File: src/rtl/kct_pkg.sv
// Package for the keyed counter table: request kinds, status codes, widths
// and the front-to-back request record. No dependencies.
package kct_pkg;

    localparam int unsigned KIND_W   = 2;
    localparam int unsigned IKEY_W   = 16;
    localparam int unsigned QTY_W    = 32;
    localparam int unsigned STAT_W   = 3;
    localparam int unsigned USED_W   = 7;
    localparam int unsigned SUM_W    = 38;

    // Request kinds; kind 3 is served as a query
    localparam logic [KIND_W-1:0] KIND_ADD   = 2'd0;
    localparam logic [KIND_W-1:0] KIND_TAKE  = 2'd1;
    localparam logic [KIND_W-1:0] KIND_QUERY = 2'd2;

    // Result status codes
    localparam logic [STAT_W-1:0] ST_OK     = 3'd0;
    localparam logic [STAT_W-1:0] ST_ABSENT = 3'd1;
    localparam logic [STAT_W-1:0] ST_SHORT  = 3'd2;
    localparam logic [STAT_W-1:0] ST_FULL   = 3'd3;
    localparam logic [STAT_W-1:0] ST_SAT    = 3'd4;

    // Request as it travels from the front to the back
    typedef struct packed {
        logic [KIND_W-1:0] kind;
        logic [IKEY_W-1:0] key;
        logic [QTY_W-1:0]  qty;
    } t_req;

    // Back state machine
    typedef enum logic [1:0] {
        BK_IDLE,
        BK_READ,
        BK_EXEC
    } t_bk_state;

endpackage

File: src/rtl/kct_front.sv
// Front part of the keyed counter table: takes items, masks the key and
// queues them in a two-entry FIFO for the back part. Uses kct_pkg.
module kct_front #(
    parameter int unsigned KEY_BITS = 16
) (
    input  logic                      i_clk,
    input  logic                      i_rst_n,
    input  logic                      i_valid,
    output logic                      o_stall,
    input  logic [kct_pkg::KIND_W-1:0] i_kind,
    input  logic [kct_pkg::IKEY_W-1:0] i_item_key,
    input  logic [kct_pkg::QTY_W-1:0]  i_quantity,
    output logic                      o_req_valid,
    input  logic                      i_req_take,
    output kct_pkg::t_req             o_req
);

    logic [KEY_BITS-1:0] key_cut;
    kct_pkg::t_req       in_req;
    kct_pkg::t_req       r_q [2];
    logic                r_rd, n_rd;
    logic                r_wr, n_wr;
    logic [1:0]          r_cnt, n_cnt;
    logic                push, pop;

    // classify: keep only the low KEY_BITS of the key
    always_comb begin
        key_cut = i_item_key[KEY_BITS-1:0];
        in_req.kind = i_kind;
        in_req.key  = kct_pkg::IKEY_W'(key_cut);
        in_req.qty  = i_quantity;
    end

    assign o_stall     = (r_cnt == 2'd2);
    assign push        = i_valid && !o_stall;
    assign pop         = i_req_take && (r_cnt != 2'd0);
    assign o_req_valid = (r_cnt != 2'd0);
    assign o_req       = r_q[r_rd];

    always_comb begin
        n_rd  = pop  ? ~r_rd : r_rd;
        n_wr  = push ? ~r_wr : r_wr;
        n_cnt = r_cnt + {1'b0, push} - {1'b0, pop};
    end

    // queue pointers
    always_ff @(posedge i_clk) begin
        if (!i_rst_n) begin
            r_rd  <= 1'b0;
            r_wr  <= 1'b0;
            r_cnt <= 2'd0;
        end else begin
            r_rd  <= n_rd;
            r_wr  <= n_wr;
            r_cnt <= n_cnt;
        end
    end

    // queue storage
    always_ff @(posedge i_clk) begin
        if (push) begin
            r_q[r_wr] <= in_req;
        end
    end

    a_cnt_max: assert property (@(posedge i_clk) disable iff (!i_rst_n)
        r_cnt <= 2'd2) else $error("queue over-filled");
    a_full_stall: assert property (@(posedge i_clk) disable iff (!i_rst_n)
        (r_cnt == 2'd2 && !pop) |=> o_stall) else $error("full queue not stalling");
    a_empty: assert property (@(posedge i_clk) disable iff (!i_rst_n)
        (r_cnt == 2'd0) |-> !o_req_valid) else $error("empty queue shows request");

endmodule

File: src/rtl/kct_back.sv
// Back part of the keyed counter table: per-entry key compare, free-slot
// search, count update and the output register. Uses kct_pkg.
module kct_back #(
    parameter int unsigned TABLE_ENTRIES = 64,
    parameter int unsigned KEY_BITS      = 16
) (
    input  logic                        i_clk,
    input  logic                        i_rst_n,
    input  logic                        i_req_valid,
    output logic                        o_req_take,
    input  kct_pkg::t_req               i_req,
    output logic                        o_valid,
    input  logic                        i_stall,
    output logic [kct_pkg::STAT_W-1:0]  o_status,
    output logic [kct_pkg::QTY_W-1:0]   o_held_amount,
    output logic                        o_has_enough,
    output logic [kct_pkg::USED_W-1:0]  o_entries_used,
    output logic [kct_pkg::SUM_W-1:0]   o_total_held
);

    localparam int unsigned IDX_W = (TABLE_ENTRIES > 1) ? $clog2(TABLE_ENTRIES) : 1;
    localparam int unsigned QW    = kct_pkg::QTY_W;

    kct_pkg::t_bk_state r_st, n_st;

    // entry storage: keys in flops (parallel compare), counts in a memory
    logic [KEY_BITS-1:0] r_key [TABLE_ENTRIES];
    logic [QW-1:0]       r_mem [TABLE_ENTRIES];
    logic [TABLE_ENTRIES-1:0] r_vld;
    logic [kct_pkg::USED_W-1:0] r_used;
    logic [kct_pkg::SUM_W-1:0]  r_sum;

    kct_pkg::t_req       r_req;
    logic                r_hit;
    logic [IDX_W-1:0]    r_slot;
    logic                r_free_ok;
    logic [IDX_W-1:0]    r_free;
    logic [QW-1:0]       r_cnt_rd;

    logic [TABLE_ENTRIES-1:0] match;
    logic                hit_c, free_c;
    logic [IDX_W-1:0]    slot_c, free_idx_c;
    logic [KEY_BITS-1:0] key_c;

    logic [QW-1:0]       cnt_old;
    logic [QW:0]         add_s;
    logic [QW-1:0]       new_cnt;
    logic                wr_en, set_v, clr_v, enough;
    logic [IDX_W-1:0]    wr_idx;
    logic [kct_pkg::STAT_W-1:0] stat_c;
    logic [QW-1:0]       held_c;
    logic [kct_pkg::SUM_W-1:0]  sum_c;
    logic [kct_pkg::USED_W-1:0] used_c;

    // output register
    logic                r_ov;
    logic [kct_pkg::STAT_W-1:0] r_ostat;
    logic [QW-1:0]       r_oheld;
    logic                r_oen;
    logic [kct_pkg::USED_W-1:0] r_oused;
    logic [kct_pkg::SUM_W-1:0]  r_osum;
    logic                out_free;

    assign out_free = !r_ov || !i_stall;
    assign key_c    = i_req.key[KEY_BITS-1:0];

    // parallel key compare and priority encoders
    always_comb begin
        hit_c = 1'b0;
        slot_c = '0;
        free_c = 1'b0;
        free_idx_c = '0;
        for (int i = 0; i < TABLE_ENTRIES; i++) begin
            match[i] = r_vld[i] && (r_key[i] == key_c);
        end
        for (int i = TABLE_ENTRIES - 1; i >= 0; i--) begin
            if (match[i]) begin
                hit_c  = 1'b1;
                slot_c = IDX_W'(i);
            end
            if (!r_vld[i]) begin
                free_c     = 1'b1;
                free_idx_c = IDX_W'(i);
            end
        end
    end

    // next state
    always_comb begin
        n_st = r_st;
        case (r_st)
            kct_pkg::BK_IDLE: if (i_req_valid) n_st = kct_pkg::BK_READ;
            kct_pkg::BK_READ: n_st = kct_pkg::BK_EXEC;
            kct_pkg::BK_EXEC: if (out_free) n_st = kct_pkg::BK_IDLE;
            default:          n_st = kct_pkg::BK_IDLE;
        endcase
    end

    // state outputs
    always_comb begin
        o_req_take = 1'b0;
        case (r_st)
            kct_pkg::BK_IDLE: o_req_take = i_req_valid;
            default:          o_req_take = 1'b0;
        endcase
    end

    // execute the request
    always_comb begin
        cnt_old = r_hit ? r_cnt_rd : '0;
        enough  = cnt_old >= r_req.qty;
        add_s   = {1'b0, cnt_old} + {1'b0, r_req.qty};
        stat_c  = kct_pkg::ST_OK;
        held_c  = cnt_old;
        new_cnt = cnt_old;
        wr_en   = 1'b0;
        set_v   = 1'b0;
        clr_v   = 1'b0;
        wr_idx  = r_slot;
        sum_c   = r_sum;
        used_c  = r_used;
        case (r_req.kind)
            kct_pkg::KIND_ADD: begin
                if (r_hit) begin
                    new_cnt = add_s[QW] ? '1 : add_s[QW-1:0];
                    if (add_s[QW]) stat_c = kct_pkg::ST_SAT;
                    wr_en  = 1'b1;
                    held_c = new_cnt;
                    sum_c  = r_sum + kct_pkg::SUM_W'(new_cnt - cnt_old);
                end else if (!r_free_ok) begin
                    stat_c = kct_pkg::ST_FULL;
                    held_c = '0;
                end else begin
                    wr_en   = 1'b1;
                    set_v   = 1'b1;
                    wr_idx  = r_free;
                    new_cnt = r_req.qty;
                    held_c  = r_req.qty;
                    used_c  = r_used + 1'b1;
                    sum_c   = r_sum + kct_pkg::SUM_W'(r_req.qty);
                end
            end
            kct_pkg::KIND_TAKE: begin
                if (!r_hit) begin
                    stat_c = kct_pkg::ST_ABSENT;
                    held_c = '0;
                end else if (!enough) begin
                    stat_c = kct_pkg::ST_SHORT;
                end else begin
                    new_cnt = cnt_old - r_req.qty;
                    held_c  = new_cnt;
                    wr_en   = 1'b1;
                    sum_c   = r_sum - kct_pkg::SUM_W'(r_req.qty);
                    if (new_cnt == '0) begin
                        clr_v  = 1'b1;
                        used_c = r_used - 1'b1;
                    end
                end
            end
            default: begin
            end
        endcase
    end

    // control registers
    always_ff @(posedge i_clk) begin
        if (!i_rst_n) begin
            r_st   <= kct_pkg::BK_IDLE;
            r_vld  <= '0;
            r_used <= '0;
            r_sum  <= '0;
            r_ov   <= 1'b0;
        end else begin
            r_st <= n_st;
            if (r_st == kct_pkg::BK_EXEC && out_free) begin
                r_used <= used_c;
                r_sum  <= sum_c;
                if (set_v) r_vld[wr_idx] <= 1'b1;
                if (clr_v) r_vld[wr_idx] <= 1'b0;
                r_ov <= 1'b1;
            end else if (!i_stall) begin
                r_ov <= 1'b0;
            end
        end
    end

    // request capture, lookup results and key write
    always_ff @(posedge i_clk) begin
        if (o_req_take) begin
            r_req     <= i_req;
            r_hit     <= hit_c;
            r_slot    <= slot_c;
            r_free_ok <= free_c;
            r_free    <= free_idx_c;
        end
        if (r_st == kct_pkg::BK_EXEC && out_free && set_v) begin
            r_key[wr_idx] <= r_req.key[KEY_BITS-1:0];
        end
    end

    // count memory: one read port, one write port
    always_ff @(posedge i_clk) begin
        if (r_st == kct_pkg::BK_READ) begin
            r_cnt_rd <= r_mem[r_slot];
        end
        if (r_st == kct_pkg::BK_EXEC && out_free && wr_en) begin
            r_mem[wr_idx] <= new_cnt;
        end
    end

    // result payload
    always_ff @(posedge i_clk) begin
        if (r_st == kct_pkg::BK_EXEC && out_free) begin
            r_ostat <= stat_c;
            r_oheld <= held_c;
            r_oen   <= enough;
            r_oused <= used_c;
            r_osum  <= sum_c;
        end
    end

    assign o_valid        = r_ov;
    assign o_status       = r_ostat;
    assign o_held_amount  = r_oheld;
    assign o_has_enough   = r_oen;
    assign o_entries_used = r_oused;
    assign o_total_held   = r_osum;

    a_one_hit: assert property (@(posedge i_clk) disable iff (!i_rst_n)
        $onehot0(match)) else $error("key held in two entries");
    a_used_cnt: assert property (@(posedge i_clk) disable iff (!i_rst_n)
        TABLE_ENTRIES > 127 || r_used == kct_pkg::USED_W'($countones(r_vld)))
        else $error("entry count out of step with valid bits");
    a_take_idle: assert property (@(posedge i_clk) disable iff (!i_rst_n)
        o_req_take |-> r_st == kct_pkg::BK_IDLE) else $error("take while busy");
    a_exec_next: assert property (@(posedge i_clk) disable iff (!i_rst_n)
        r_st == kct_pkg::BK_READ |=> r_st == kct_pkg::BK_EXEC)
        else $error("read not followed by execute");

endmodule

File: src/rtl/keyed_counter_table.sv
// Keyed counter table: a table of (key, count) entries served as a multiset.
// Request channel: i_valid/o_stall with kind, key, quantity; one result per
// request on o_valid/i_stall with status, held amount, has-enough flag,
// entries in use and total held.
// A front queue of two items takes requests while the back is busy; the back
// runs each request in turn (take and compare all keys in parallel,
// read the count memory, update and register the result) and takes no new
// item until it is back in idle, set by the three-state back sequence.
// With no stall, o_valid rises when the execute state loads the result register.
// An add of a new key takes the lowest free entry; no free entry gives a
// table-full status. A count past 32 bits saturates with its own status.
// Reset (synchronous, active low) empties the queue and clears all entry
// valid bits and totals at once; no clearing pass is needed.
// While the receiver stalls, the result holds; the back waits, and the front
// keeps accepting until its queue is full, then raises o_stall.
module keyed_counter_table #(
    parameter int unsigned TABLE_ENTRIES = 64,
    parameter int unsigned KEY_BITS      = 16
) (
    input  logic                        i_clk,
    input  logic                        i_rst_n,
    input  logic                        i_valid,
    output logic                        o_stall,
    input  logic [kct_pkg::KIND_W-1:0]  i_kind,
    input  logic [kct_pkg::IKEY_W-1:0]  i_item_key,
    input  logic [kct_pkg::QTY_W-1:0]   i_quantity,
    output logic                        o_valid,
    input  logic                        i_stall,
    output logic [kct_pkg::STAT_W-1:0]  o_status,
    output logic [kct_pkg::QTY_W-1:0]   o_held_amount,
    output logic                        o_has_enough,
    output logic [kct_pkg::USED_W-1:0]  o_entries_used,
    output logic [kct_pkg::SUM_W-1:0]   o_total_held
);

    logic          req_valid;
    logic          req_take;
    kct_pkg::t_req req;

    // front: accept and queue
    kct_front #(.KEY_BITS(KEY_BITS)) u_front (
        .i_clk       (i_clk),
        .i_rst_n     (i_rst_n),
        .i_valid     (i_valid),
        .o_stall     (o_stall),
        .i_kind      (i_kind),
        .i_item_key  (i_item_key),
        .i_quantity  (i_quantity),
        .o_req_valid (req_valid),
        .i_req_take  (req_take),
        .o_req       (req)
    );

    // back: lookup, update, result
    kct_back #(.TABLE_ENTRIES(TABLE_ENTRIES), .KEY_BITS(KEY_BITS)) u_back (
        .i_clk          (i_clk),
        .i_rst_n        (i_rst_n),
        .i_req_valid    (req_valid),
        .o_req_take     (req_take),
        .i_req          (req),
        .o_valid        (o_valid),
        .i_stall        (i_stall),
        .o_status       (o_status),
        .o_held_amount  (o_held_amount),
        .o_has_enough   (o_has_enough),
        .o_entries_used (o_entries_used),
        .o_total_held   (o_total_held)
    );

endmodule

File: config.mk
export PLATFORM = sky130hd
export DESIGN_NAME = keyed_counter_table
export DESIGN_NICKNAME = d
export VERILOG_FILES = /design/src/rtl/kct_pkg.sv /design/src/rtl/kct_front.sv /design/src/rtl/kct_back.sv /design/src/rtl/keyed_counter_table.sv
export SDC_FILE = /design/constraint.sdc
export NUM_CORES = 2
export LEC_CHECK = 0
export CORE_MARGIN = 1
export CORE_UTILIZATION = 40
export CTS_CLUSTER_DIAMETER = 200
export DETAILED_ROUTE_END_ITERATION = 10
export DONT_BUFFER_PORTS = 1
export PLACE_DENSITY = 0.65
export SETUP_SLACK_MARGIN = 0.4
export SYNTH_ARGS = -nofsm -noshare
export SYNTH_HDL_FRONTEND = slang
export SYNTH_SLANG_ARGS = --single-unit
File: constraint.sdc
create_clock -name i_clk -period 20.4 [get_ports i_clk]
set_clock_uncertainty 0.05 [all_clocks]
set_input_delay 2.04 -clock i_clk [delete_from_list [all_inputs] [get_ports i_clk]]
set_output_delay 2.04 -clock i_clk [all_outputs]
set_load 0.05 [all_outputs]
==> impl_metrics.json <==
{
  "gp_congestion": 0.8965,
  "rsz0062_at_grt": "no",
  "worst-setup-path-type": "flop to flop",
  "hold_viol_final": 0,
  "drt_iter0_drc": 10687,
  "slew_headroom": 0.1034,
  "fin_crit_ps": 11220,
  "maxCapViolations": 0,
  "cp_data_required_time_ps": 20970,
  "synth_edf_count": 3349,
  "vdd.ir_drop.worst_uv": 87.64,
  "ys.flop_type": "edfxtp_1",
  "endpoint_kind": "flop",
  "critical-path-top-delay-family": "compound AO/OA/AOI/OAI gates",
  "syn_inst": 8740,
  "critPathMaxStageDelay_ps": 840,
  "power.density_mw_per_mm2": 146.8,
  "cts.sinks": 3466,
  "ys_async_sr_fraction": 0,
  "path_max_fanout": 38,
  "routedWlPerCell_um": 29.81,
  "drc_errors": 0,
  "ios": 137,
  "ys_types": 92,
  "dieArea_sq_mm": 0.3734,
  "cts_tree": "yes",
  "status": "complete, no violations",
  "ys_seq_elements": 3466,
  "coreArea_sq_mm": 0.3691,
  "fp-row-count": 223,
  "period_share": 0.5501,
  "grt_pass1_wl_mm": 598.4,
  "cp-start-kind": "flop",
  "worst-path-buf-inv": 4,
  "antenna_left": 0,
  "final_area_sq_mm": 0.1674,
  "htreeDepth": 5,
  "tightest_slew_ps": 1331,
  "portBuffers": 0,
  "ys_seq_area_frac": 0.6935,
  "min_path_type": "flop to flop",
  "clk_pin_slew_ps": 70,
  "start_util": 0.4020,
  "grt_pass1_vias": 81608,
  "arrival_ps": 11800,
  "wirelength_mm": 422.8,
  "antenna_found_initial": 30,
  "slowest_stage": "a221oi_1",
  "grt_overflow": 0,
  "avgSynthCellArea_sq_um": 16.98,
  "place_area_sq_mm": 0.1562,
  "cts_root_buf": "clkbuf_16",
  "die_h_um": 611.1,
  "first_pass_iters": 9,
  "syn-cell-area_sq_mm": 0.1484,
  "ctsLongestPathBuffers": 4,
  "fmax_ghz": 0.08911,
  "cts_made_buffers": 340,
  "cts_hold_buffers": 0,
  "fin_nets": 9214,
  "drive_gt1_frac": 0.1832,
  "post-cts-setup-buffers": 0,
  "dp_hpwl_mm": 250.2,
  "clk_latency_ps": 910,
  "ctsResizeCount": 0,
  "ys_warn_count": 0,
  "leakage_nw": 53.68,
  "avgViaCountPerCell": 5.852,
  "grt_start_max_net_pins": 136,
  "track_usage": 0.2216,
  "syn_nets": 9004,
  "maxSlewViolCount": 0,
  "fin_tns_setup_ps": 0,
  "crit_path_frequent_cell": "nor2_1",
  "setup_viol": 0,
  "die_w_um": 611.1,
  "syn2layout_area_growth_pct": 12.77,
  "vias": 82983
}
==> final cells by class <==
| type | count | area [sq um] |
|---|---|---|
| clock inverters | 186 | 2037 |
| flip-flops and latches | 3466 | 102900 |
| multi-input cells | 4640 | 43930 |
| well taps | 4950 | 6193 |
| diodes | 10 | 25.02 |
| fillers | 31107 | 201800 |
| repair buffers | 298 | 2372 |
| clock buffers | 426 | 9111 |
| inverters | 204 | 770.7 |
==> worst min-delay path, cell delays in order (launching register included) <==
cell     delay [ps]
dfxtp_1         330
nand2_1          60
mux2i_1          60
==> flip-flops by register name (all words and copies together), names as in the netlist, 2 cells and up, named ones only <==
| name | flops |
|---|---|
| u_back.o_entries_used | 7 |
| u_back.o_held_amount | 32 |
| u_back.o_status | 3 |
| u_back.o_total_held | 38 |
| u_back.r_cnt_rd | 32 |
| u_back.r_free | 6 |
| u_back.r_key | 1024 |
| u_back.r_mem | 2048 |
| u_back.r_req | 50 |
| u_back.r_slot | 6 |
| u_back.r_st | 2 |
| u_back.r_sum | 38 |
| u_back.r_used | 7 |
| u_back.r_vld | 64 |
| u_front.r_cnt | 2 |
| u_front.r_q | 100 |
==> final timing paths <==
kind,slack [ps],endpoint,start,cells after the start
min,450,u_back.r_sum[37]$_SDFFE_PN0P_,u_back.r_sum[37]$_SDFFE_PN0P_,2
max reg2reg,9180,u_back.o_total_held[37]$_DFFE_PP_,u_back.r_hit$_SDFFCE_PP1P_,42
max,9180,u_back.o_total_held[37]$_DFFE_PP_,u_back.r_hit$_SDFFCE_PP1P_,42
min reg2reg,450,u_back.r_sum[37]$_SDFFE_PN0P_,u_back.r_sum[37]$_SDFFE_PN0P_,2
==> cell families (layout without fill, tap and decap cells) <==
group / after synthesis / count (layout) / synth area share
compound gates: 973 / 973 / 0.04284
xor+xnor: 1184 / 1184 / 0.06988
fa+ha+maj: 210 / 210 / 0.01801
buf+inv: 634 / 1114 / 0.01783
flops: 3466 / 3466 / 0.6935
mux: 752 / 752 / 0.1074
other cells: 0 / 10 / 0
simple gates: 1521 / 1521 / 0.05060
==> layout by cell type (no fill, tap or decap), drive strengths merged, types with 18 or more instances in the layout <==
master  instances
a221oi         21
nand3          49
or3            31
nor4          173
clkbuf        427
nor3          103
nor3b          25
mux2           40
a222oi         22
a21oi         216
o211ai         24
inv           213
nand4         180
mux2i          44
and2           33
bufinv         40
xnor2         555
a221o          27
o31ai          20
a21o           52
nand2         348
or2            25
a211oi         47
xor2          629
a31oi          87
edfxtp       3349
dfxtp         117
o21bai         25
nand2b         46
ha            204
o21ai         259
nor2          435
buf           297
or4            18
clkinv        128
nor2b          24
o21a           41
mux4          668
==> layer usage <==
metal,vias up,share of wire,track usage
li1,34618,-,-
met1,43632,0.41,0.3114
met2,4064,0.47,0.3547
met3,657,0.090,0.03662
met4,12,0.030,0.06632
met5,-,0.00018,0
==> through the flow <==
step / hold WS (ps) / worst slack [ps] / power [W] / cells / utilization
after floorplan: 407.7 / 11070 / 0.01518 / 8740 / -
after global placement: 425.7 / 9117 / 0.01812 / 13557 / 0.4231
after detailed placement: 438.1 / 9195 / 0.01824 / 13557 / 0.4231
after CTS: 447.3 / 9196 / 0.02457 / 14169 / 0.4533
after global routing: 491.8 / 8276 / 0.02548 / 14173 / 0.4533
final: 449.3 / 9178 / 0.02456 / 14180 / 0.4534
==> cells in the mapped netlist (all sizes together) (27+ instances only) <==
master,number,share of area
and2,33,0.0014
o21a,41,0.0021
a211oi,47,0.0024
nand2b,46,0.0019
nor4,173,0.0073
mux4,668,0.10
nor2,435,0.011
or3,31,0.0013
nand4,180,0.0076
nand2,348,0.0088
dfxtp,117,0.016
xor2,629,0.037
a31oi,87,0.0037
nor3,103,0.0036
edfxtp,3349,0.68
nand3,49,0.0017
a221o,27,0.0018
clkbuf,229,0.0058
inv,200,0.0051
a21oi,216,0.0074
ha,204,0.017
o21ai,259,0.0087
xnor2,555,0.033
mux2i,44,0.0030
buf,201,0.0069
mux2,40,0.0030
a21o,52,0.0026
==> power breakdown <==
part / switching [W] / total (W) / leakage (nW) / internal (W)
sequential: 0.000217 / 0.00946 / 31.4 / 0.00924
combinational: 0.00584 / 0.00875 / 16.8 / 0.00291
clock: 0.00267 / 0.00635 / 5.46 / 0.00368
No activity file was read; power rests on OpenSTA's default activity.
